==> src/design/gbi_pkg.sv <==
// Package for the gravity body integrator: request types, command codes,
// controller/datapath interface structs and fixed-point helpers.
// No dependencies.
package gbi_pkg;

  localparam int FRAC_BITS = 16;
  localparam int DT_FRAC   = 12;
  localparam int ITER      = 32;
  localparam int E0        = 3 * FRAC_BITS - 32;
  localparam int E1        = E0 - 2;
  localparam int NUM_W     = 64 + ((E0 > 0) ? E0 : 0);
  localparam int HI_W      = NUM_W - 32;
  localparam int CMP_W     = (HI_W > 64) ? HI_W : 64;

  typedef enum logic [1:0] {
    CMD_ATTRACT = 2'd0,
    CMD_TICK    = 2'd1,
    CMD_RESTART = 2'd2,
    CMD_NOP     = 2'd3
  } gbi_cmd_t;

  typedef enum logic [2:0] {
    CFG_GRAV_CONST  = 3'd0,
    CFG_BODY_RADIUS = 3'd1,
    CFG_INIT_POS_X  = 3'd2,
    CFG_INIT_POS_Y  = 3'd3,
    CFG_INIT_VEL_X  = 3'd4,
    CFG_INIT_VEL_Y  = 3'd5
  } gbi_cfg_t;

  typedef struct packed {
    logic [1:0]         cmd;
    logic [31:0]        src_mass;
    logic signed [31:0] src_x;
    logic signed [31:0] src_y;
    logic [30:0]        src_radius;
    logic [15:0]        time_step;
  } gbi_in_t;

  typedef struct packed {
    logic signed [31:0] pos_x;
    logic signed [31:0] pos_y;
    logic signed [31:0] vel_x;
    logic signed [31:0] vel_y;
    logic               colliding;
    logic               saturated;
  } gbi_out_t;

  typedef enum logic [4:0] {
    OP_IDLE, OP_LOAD, OP_SQ_AX, OP_SQ_BY, OP_SQ_R, OP_COLL, OP_SQ_SB, OP_SQ_SUM,
    OP_SQRT, OP_DEN, OP_GM, OP_DIVQ_INIT, OP_DIV, OP_QSAVE, OP_UX, OP_UY, OP_ACCY,
    OP_T1, OP_T2, OP_T3, OP_T4, OP_T5, OP_RESTART
  } gbi_op_t;

  typedef enum logic [4:0] {
    ST_IDLE, ST_DISPATCH, ST_SQ_AX, ST_SQ_BY, ST_SQ_R, ST_COLL, ST_SQ_SB, ST_SQ_SUM,
    ST_SQRT, ST_DEN, ST_GM, ST_DIVQ_INIT, ST_DIVQ, ST_QSAVE, ST_DIVX, ST_UX,
    ST_DIVY, ST_UY, ST_ACCY, ST_T1, ST_T2, ST_T3, ST_T4, ST_T5, ST_RESTART, ST_DONE
  } gbi_state_t;

  typedef struct packed {
    gbi_op_t op;
    logic    ready;
    logic    done;
  } gbi_ctl_t;

  typedef struct packed {
    logic [1:0] cmd;
    logic       zero_dist;
  } gbi_stat_t;

  typedef struct packed {
    logic signed [31:0] val;
    logic               clip;
  } gbi_sat_t;

  function automatic gbi_sat_t sat_add(logic signed [31:0] a, logic signed [55:0] b);
    logic signed [56:0] sum;
    gbi_sat_t           res;
    sum = 57'(a) + 57'(b);
    if (sum > 57'sd2147483647) begin
      res.val  = 32'sh7fffffff;
      res.clip = 1'b1;
    end else if (sum < -57'sd2147483648) begin
      res.val  = 32'sh80000000;
      res.clip = 1'b1;
    end else begin
      res.val  = sum[31:0];
      res.clip = 1'b0;
    end
    return res;
  endfunction

  function automatic logic [NUM_W-1:0] scale_gm(logic [63:0] gm, int e);
    if (e >= 0) begin
      return NUM_W'(gm) << e;
    end else begin
      return NUM_W'(gm >> (-e));
    end
  endfunction

endpackage

==> src/design/gbi_ctrl.sv <==
// Controller state machine of the gravity body integrator.
// Sequences the datapath operations; depends on gbi_pkg.
module gbi_ctrl import gbi_pkg::*; (
  input  logic      clk,
  input  logic      rst_n,
  input  logic      in_valid,
  input  logic      out_free,
  input  gbi_stat_t stat,
  output gbi_ctl_t  ctl
);

  gbi_state_t state_r, state_nxt;
  logic [4:0] cnt_r, cnt_nxt;
  logic       last;

  assign last = (cnt_r == 5'(ITER - 1));

  always_ff @(posedge clk) begin
    if (!rst_n) begin
      state_r <= ST_IDLE;
      cnt_r   <= '0;
    end else begin
      state_r <= state_nxt;
      cnt_r   <= cnt_nxt;
    end
  end

  always_comb begin
    state_nxt = state_r;
    ctl.op    = OP_IDLE;
    ctl.ready = 1'b0;
    ctl.done  = 1'b0;
    cnt_nxt   = '0;
    unique case (state_r)
      ST_IDLE: begin
        ctl.ready = 1'b1;
        if (in_valid) begin
          ctl.op    = OP_LOAD;
          state_nxt = ST_DISPATCH;
        end
      end
      ST_DISPATCH: begin
        unique case (stat.cmd)
          CMD_ATTRACT: state_nxt = ST_SQ_AX;
          CMD_TICK:    state_nxt = ST_T1;
          CMD_RESTART: state_nxt = ST_RESTART;
          default:     state_nxt = ST_DONE;
        endcase
      end
      ST_SQ_AX: begin ctl.op = OP_SQ_AX; state_nxt = ST_SQ_BY; end
      ST_SQ_BY: begin ctl.op = OP_SQ_BY; state_nxt = ST_SQ_R; end
      ST_SQ_R:  begin ctl.op = OP_SQ_R;  state_nxt = ST_COLL; end
      ST_COLL: begin
        ctl.op    = OP_COLL;
        state_nxt = stat.zero_dist ? ST_DONE : ST_SQ_SB;
      end
      ST_SQ_SB:  begin ctl.op = OP_SQ_SB;  state_nxt = ST_SQ_SUM; end
      ST_SQ_SUM: begin ctl.op = OP_SQ_SUM; state_nxt = ST_SQRT; end
      ST_SQRT: begin
        ctl.op  = OP_SQRT;
        cnt_nxt = cnt_r + 5'd1;
        if (last) state_nxt = ST_DEN;
      end
      ST_DEN:       begin ctl.op = OP_DEN;       state_nxt = ST_GM; end
      ST_GM:        begin ctl.op = OP_GM;        state_nxt = ST_DIVQ_INIT; end
      ST_DIVQ_INIT: begin ctl.op = OP_DIVQ_INIT; state_nxt = ST_DIVQ; end
      ST_DIVQ: begin
        ctl.op  = OP_DIV;
        cnt_nxt = cnt_r + 5'd1;
        if (last) state_nxt = ST_QSAVE;
      end
      ST_QSAVE: begin ctl.op = OP_QSAVE; state_nxt = ST_DIVX; end
      ST_DIVX: begin
        ctl.op  = OP_DIV;
        cnt_nxt = cnt_r + 5'd1;
        if (last) state_nxt = ST_UX;
      end
      ST_UX: begin ctl.op = OP_UX; state_nxt = ST_DIVY; end
      ST_DIVY: begin
        ctl.op  = OP_DIV;
        cnt_nxt = cnt_r + 5'd1;
        if (last) state_nxt = ST_UY;
      end
      ST_UY:      begin ctl.op = OP_UY;      state_nxt = ST_ACCY; end
      ST_ACCY:    begin ctl.op = OP_ACCY;    state_nxt = ST_DONE; end
      ST_T1:      begin ctl.op = OP_T1;      state_nxt = ST_T2; end
      ST_T2:      begin ctl.op = OP_T2;      state_nxt = ST_T3; end
      ST_T3:      begin ctl.op = OP_T3;      state_nxt = ST_T4; end
      ST_T4:      begin ctl.op = OP_T4;      state_nxt = ST_T5; end
      ST_T5:      begin ctl.op = OP_T5;      state_nxt = ST_DONE; end
      ST_RESTART: begin ctl.op = OP_RESTART; state_nxt = ST_DONE; end
      ST_DONE: begin
        ctl.done = 1'b1;
        if (out_free) state_nxt = ST_IDLE;
      end
      default: state_nxt = ST_IDLE;
    endcase
  end

endmodule

==> config.mk <==
export PLATFORM = sky130hd
export DESIGN_NAME = gbi_ctrl
export DESIGN_NICKNAME = d
export VERILOG_FILES = /design/src/design/gbi_pkg.sv /design/src/design/gbi_ctrl.sv
export SDC_FILE = /design/constraint.sdc
export NUM_CORES = 1
export LEC_CHECK = 0
export BUFFER_PORTS_ARGS = -buffer_cell sky130_fd_sc_hd__buf_2
export CORE_MARGIN = 2
export CORE_UTILIZATION = 30
export CTS_CLUSTER_DIAMETER = 60
export CTS_CLUSTER_SIZE = 12
export DETAILED_ROUTE_END_ITERATION = 6
export SLEW_MARGIN = 20
export SYNTH_ARGS = -nofsm -noshare
export SYNTH_HDL_FRONTEND = slang
export SYNTH_SLANG_ARGS = --single-unit
==> constraint.sdc <==
create_clock -name clk -period 3.07 [get_ports clk]
set_input_delay 0.614 -clock clk [delete_from_list [all_inputs] [get_ports clk]]
set_output_delay 0.614 -clock clk [all_outputs]
set_load 0.1 [all_outputs]
==> results of run 1 <==
flip-flops by register name (all words and copies together), names as in the netlist:
register and count:
state_r 5, cnt_r 5
cell type report:
type / instances / area share (%)
Clock buffer: 4 / 4.056
Inverter: 7 / 3.217
Multi-Input combinational cell: 78 / 58.88
Sequential cell: 10 / 22.38
Tap cell: 30 / 4.196
Timing Repair Buffer: 13 / 7.273
per-stage QoR:
step / setup WS, ns / utilization [%] / hold WS, ns / cells / instance area, sq um
after floorplan: 0.06480 / - / 0.4179 / 104 / 829.5
after global placement: 0.8251 / 34.03 / 0.4311 / 138 / 858.3
after detailed placement: 0.7760 / 34.03 / 0.4378 / 138 / 858.3
after CTS: 0.4783 / 35.47 / 0.4510 / 142 / 894.6
after global routing: 0.2716 / 35.47 / 0.4846 / 142 / 894.6
final: 0.4683 / 35.47 / 0.4465 / 142 / 894.6
worst max-delay path: stages (launching register included):
cell,delay (ns)
dfxtp_1,0.80
nand2b_1,0.11
a21oi_1,0.16
a31oi_1,0.05
o22ai_1,0.15
buf_2,0.45
cells by family (layout without fill, tap and decap cells):
family	after synthesis	after routing	synth area share (%)
flops	10	10	24.62
simple gates	39	39	26.62
fa+ha+maj	2	2	3.076
buf+inv	16	24	12.62
compound gates	32	32	27.39
xor+xnor	3	3	3.231
mux	2	2	2.462
placed cells by master, fill, tap and decap left out, types with 4 or more instances in the layout:
cell,count
o21ai_0,4
inv_1,5
nor2_1,10
nand2_1,5
dfxtp_1,10
a31oi_1,4
nand2b_1,6
a21oi_1,4
buf_2,13
how the worst min path moves through the flow:
stage / slack [ns] / endpoint
2_1_floorplan: 0.42 / cnt_r[0]
3_3_place_gp: 0.43 / cnt_r[0]
3_5_place_dp: 0.44 / cnt_r[0]
4_1_cts: 0.45 / cnt_r[0]
5_1_grt: 0.48 / cnt_r[0]
6_report: 0.45 / cnt_r[0]
layer usage:
layer  vias to the layer above  GRT usage [%]  share of wire [%]
met2                        37          16.13                 43
met1                       348          16.64                 48
li1                        397              -                  -
met5                         -              0                  0
met3                         6          4.419                7.1
met4                         0          5.782                2.3
==> impl_metrics.yaml, run 1 <==
setup_path:
  timing.critical_path.from: "state_r[1]"
  reg2regPathDepth: 4
  cp_data_arrival_time_ns: 1.99
  crit_fanout: 21
  r2r_start: "state_r[2]"
  critPathLaunchType: "flop"
  r2r-end: "state_r[4]"
  end_kind: "output port"
  cp-endpoint: "ctl[2]"
  r2r_slack_ns: 1.40
  required_ns: 2.46
  crit_type: "reg -> out"
global_route:
  track_usage_pct: 12.01
  antenna_found_initial: 0
  grt_max_degree: 22
  grt_first_pass_wirelength_microns: 3077
  overflow: 0
  grt_pass1_vias: 692
sta:
  timing.final.crit_period_ns: 2.602
  hold_violations: 0
  fin_skew_ns: 0.001834
  drv_slew: 0
  grt_setup_unrepaired: "false"
  setup_viol: 0
  fmax_mhz: 384.4
  fin_crit_sh_pct: 84.75
  fin_setup_tns_ns: 0
  maxSlewHeadroom_pct: 50.89
  tightest_slew_ns: 0.7356
floorplan:
  io_pins: 14
  die_w_microns: 56.07
  die_y_microns: 56.07
  placementRows: 18
  die-area_sq_mm: 0.003143
  core_sq_mm: 0.002522
  initial_core_util_pct: 32.24
drt:
  wl_per_cell_microns: 12.69
  avgViaCountPerCell: 5.549
  drt-initial-drc-count: 19
  ant_nets: 0
  dr.pass1.iters: 5
  drc: 0
  drt-total-wl_microns: 1802
  num_vias: 788
placed_design:
  place_hpwl_microns: 1280
  routabilityCongestion: 0.8321
  portBuffers: 13
min_path:
  worst_hold_path_type: "reg -> reg"
  whs_path_depth: 1
  worstHoldStart: "cnt_r[0]"
cts:
  ctsResizeCount: 0
  cts.sinks: 10
  cts.htree.levels: 1
  clkLatencyLatePin_ns: 0.26
  clk_pin_slew_worst_paths_ns: 0.07
  cts_buffers: 3
  post_cts_buffers: 0
  cts_tree: "done"
  clk_path_buf_depth: 2
  cts_hold_buf: 0
  clockRootBuffer: "clkbuf_4"
synth:
  ys_seq_elements: 10
  synth.net_count: 113
  synth_commonest_cells: "10 x dfxtp_1, 10 x nor2_1, 6 x nand2b_1"
  syn_area_sq_um: 813.3
  synthFlopType: "dfxtp_1"
  yosys_warnings: 0
  synth_top_cell_area_share_pct: 24.62
  synth_largest_area_cell: "dfxtp_1"
  synthArstFlopShare_pct: 0
  synthCells: 104
  ys_seq_area_share_pct: 24.62
  synth_area_leaders: "dfxtp_1 25%, buf_6 6.9%, nand2b_1 4.6%"
  synth-edff-count: 0
  syn_avg_cell_area_sq_um: 7.820
  ys_types: 43
final_layout:
  fin_nets: 122
  drive_above_1_share_pct: 25.89
  antenna_cells: 0
  multi_input_area_sq_um: 526.8
  final-seq-area_sq_um: 200.2
  fillCellCount: 276
  syn2layout_area_growth_pct: 10.00
job:
  max-cap-violations: 0
status:
  status: "complete, no violations"
Power of run 1 is left out: the tool's default activity adds up to more than one toggle a clock period on the data nets, which glitch-free logic cannot reach.
==> run 2: changes to the inputs <==
--- a/config.mk
+++ b/config.mk
@@ -5,6 +5,7 @@
 export SDC_FILE = /design/constraint.sdc
 export NUM_CORES = 1
 export LEC_CHECK = 0
+export ABC_AREA = 1
 export BUFFER_PORTS_ARGS = -buffer_cell sky130_fd_sc_hd__buf_2
 export CORE_MARGIN = 2
 export CORE_UTILIZATION = 30
==> constraint.sdc (replaced) <==
create_clock -name clk -period 2.2 [get_ports clk]
set_input_delay 0.44 -clock clk [delete_from_list [all_inputs] [get_ports clk]]
set_output_delay 0.44 -clock clk [all_outputs]
set_load 0.1 [all_outputs]
==> run 2 against run 1 <==
First-iteration DRC count rose to 3.4 times the previous value; synthesized area up 7.5%; register-to-register slack worse by 0.66 ns; critical path type unchanged; synthesized cell count up 49%; cell count up 46%; largest cell class unchanged; flip-flop and latch count unchanged; critical path depth up 2; highest routed layer unchanged.
==> impl_metrics.yaml, run 2 <==
status:
  status: "complete, no violations"
cts:
  cts_hold_buf: 0
  cts_buffers: 3
  clockRootBuffer: "clkbuf_4"
  clk_pin_slew_worst_paths_ns: 0.06
  clk_path_buf_depth: 2
  cts.htree.levels: 1
  cts_tree: "done"
  clkLatencyLatePin_ns: 0.25
  cts.sinks: 10
power:
  pwr_density_cell_mw_per_mm2: 1668
  combPwrFrac_pct: 79.5
  pwr-share-seq_pct: 14.7
  power.total_mw: 1.996
  power_frac_clock_pct: 5.8
  p_sw_share_pct: 59.81
  vdd_drop_max_uv: 1145
  p_leak_nw: 0.5704
  internal_power_mw: 0.8020
  switchingPower_mw: 1.194
global_route:
  overflow: 0
  grt_pass1_vias: 942
  grt_use_met3_pct: 2.455
  grt_first_pass_wirelength_microns: 3795
  track_usage_pct: 14.29
  top_usage_layer: "met2"
  antenna_found_initial: 0
  use_met1_pct: 15.38
  grt_max_degree: 12
  met2_usage_pct: 25.81
setup_path:
  path_buf_inv: 2
  r2r-end: "state_r[4]"
  cpPeakStageDelay_ns: 0.39
  crit_type: "reg -> out"
  required_ns: 1.76
  crit_fanout: 5
  r2r_slack_ns: 0.74
  end_kind: "output port"
  crit_path_cell_trace: "clkinvlp_4 -> nand2_2 -> nor2_4 -> nand2_1 -> o21ai_0 -> or2_2 -> buf_12"
  reg2regPathDepth: 8
  cp_data_arrival_time_ns: 1.69
  critical-path-top-delay-family: "simple AND/OR/NAND/NOR gates"
  timing.critical_path.from: "state_r[3]"
  critPathLaunchType: "flop"
  r2r_start: "state_r[0]"
  critPathSlowestCell: "dfxtp_4"
synth:
  ys_seq_area_share_pct: 22.89
  syn_area_sq_um: 874.6
  syn_avg_cell_area_sq_um: 5.643
  synth_area_leaders: "dfxtp_1 23%, nor2_1 16%, nand2_1 14%"
  yosys_warnings: 0
  synthFlopType: "dfxtp_1"
  synthArstFlopShare_pct: 0
  synth.net_count: 164
  ys_seq_elements: 10
  synth_largest_area_cell: "dfxtp_1"
  synth_top_cell_area_share_pct: 22.89
  ys_types: 23
  post-synth-top-count-cell: "nor2_1"
  synth-edff-count: 0
  synth_commonest_cells: "37 x nor2_1, 32 x nand2_1, 23 x nand3_1, 19 x inv_1, 10 x dfxtp_1"
  synthCells: 155
drt:
  drt-initial-drc-count: 65
  wl_per_cell_microns: 11.69
  num_vias: 1121
  ant_nets: 0
  dr.pass1.iters: 4
  drt-total-wl_microns: 2432
  drc: 0
  avgViaCountPerCell: 5.389
placed_design:
  routabilityCongestion: 0.9625
  postPlaceCellArea_sq_mm: 0.001095
  place_hpwl_microns: 1910
  placed_cells: 199
  post-place-ws_ns: 0.2452
  portBuffers: 13
min_path:
  worstHoldStart: "cnt_r[0]"
  whs_path_depth: 1
  min_to: "cnt_r[0]"
  worst_hold_path_type: "reg -> reg"
sta:
  maxSlewHeadroom_pct: 67.90
  hold_violations: 0
  fin_skew_ns: 0.002648
  fin_crit_sh_pct: 96.94
  fmax_mhz: 468.9
  setup_ws_ns: 0.06732
  setup_viol: 0
  timing.final.crit_period_ns: 2.133
  drv_slew: 0
  tightest_slew_ns: 0.4849
final_layout:
  syn2layout_area_growth_pct: 36.77
  final_cell_area_sq_mm: 0.001196
  drive_above_1_share_pct: 28.25
  fin_cells: 208
  multi_input_area_sq_um: 634.4
  fin_nets: 188
  largestRegisters: "cnt_r x5, state_r x5"
  most-common-layout-cells: "31 x nor2_1, 30 x nand2_1, 22 x nand3_1"
  antenna_cells: 0
  final-seq-area_sq_um: 210.2
  post-route-util_pct: 43.38
  layout_commonest_cell: "nor2_1"
  fillCellCount: 286
floorplan:
  core_sq_mm: 0.002758
  die_w_microns: 58.00
  die_y_microns: 58.00
  die-area_sq_mm: 0.003363
  initial_core_util_pct: 31.72
  placementRows: 19
  io_pins: 14
job:
  max-cap-violations: 0
[run 2: area by class of cell]
type	instances	area share, %
sequential	10	17.57
multi-input combinational	122	53.03
tap	31	3.243
clock buffer	3	1.883
timing repair buffer	22	17.36
inverter	20	6.904
[run 2: how the worst max path moves through the flow]
stage | to | slack, ns | depth (start not counted)
5_1_grt | ctl[6] | -0.004 | 7
6_report | ctl[6] | 0.07 | 7
3_3_place_gp | ctl[2] | 0.25 | 5
4_1_cts | ctl[5] | 0.04 | 7
2_1_floorplan | ctl[2] | -0.26 | 6
3_5_place_dp | ctl[5] | 0.25 | 7
[run 2: through the flow]
stage | hold WS (ns) | TNS (ns)
2_1_floorplan | 0.4178 | -0.2643
3_3_place_gp | 0.4319 | 0
3_5_place_dp | 0.4420 | 0
4_1_cts | 0.4524 | 0
5_1_grt | 0.4782 | -0.004049
6_report | 0.4517 | 0
[run 2: worst reg2reg max path, stage by stage (launching register included)]
cell and delay, ns:
dfxtp_2 0.37, nor2_2 0.33, nand3_1 0.19, nand3_2 0.13
nand2_1 0.08, nand2_2 0.10, nand2_1 0.06, nand2_1 0.05
nor2_1 0.04
[run 2: kinds of logic (layout without fill, tap and decap cells)]
family                   after synthesis  after routing  share of synthesized area, %
AO/OA/AOI/OAI                         10             10                         6.580
buffers and inverters                 23             45                         11.02
AND/OR/NAND/NOR                      109            109                         55.65
XOR/XNOR                               1              1                         1.002
flip-flops                            10             10                         22.89
adder cells (fa/ha/maj)                2              2                         2.861
[run 2: what timing repair did]
| item | in CTS | in global routing |
|---|---|---|
| setup endpoints to repair | 3 | 5 |
| pin swaps | 0 | 1 |
| buffers inserted | 0 | 6 |
| gates resized for setup | 3 | 8 |
| endpoints found under the hold margin | 0 | 0 |
[run 2: power by group through the flow]
stage | logic, mW | clock network [mW] | registers (mW)
after floorplan | 1.11 | 0 | 0.263
after global placement | 1.49 | 0 | 0.281
after detailed placement | 1.49 | 0 | 0.284
after CTS | 1.50 | 0.122 | 0.281
after global routing | 1.68 | 0.128 | 0.300
final | 1.59 | 0.116 | 0.293
[run 2: layer usage]
layer  share of wire, %  vias to the layer above
met5                  0                        -
met3                7.3                       12
met4                3.5                        0
li1                   -                      548
met1                 39                      498
met2                 50                       63
No activity file was read; power rests on OpenSTA's default activity.
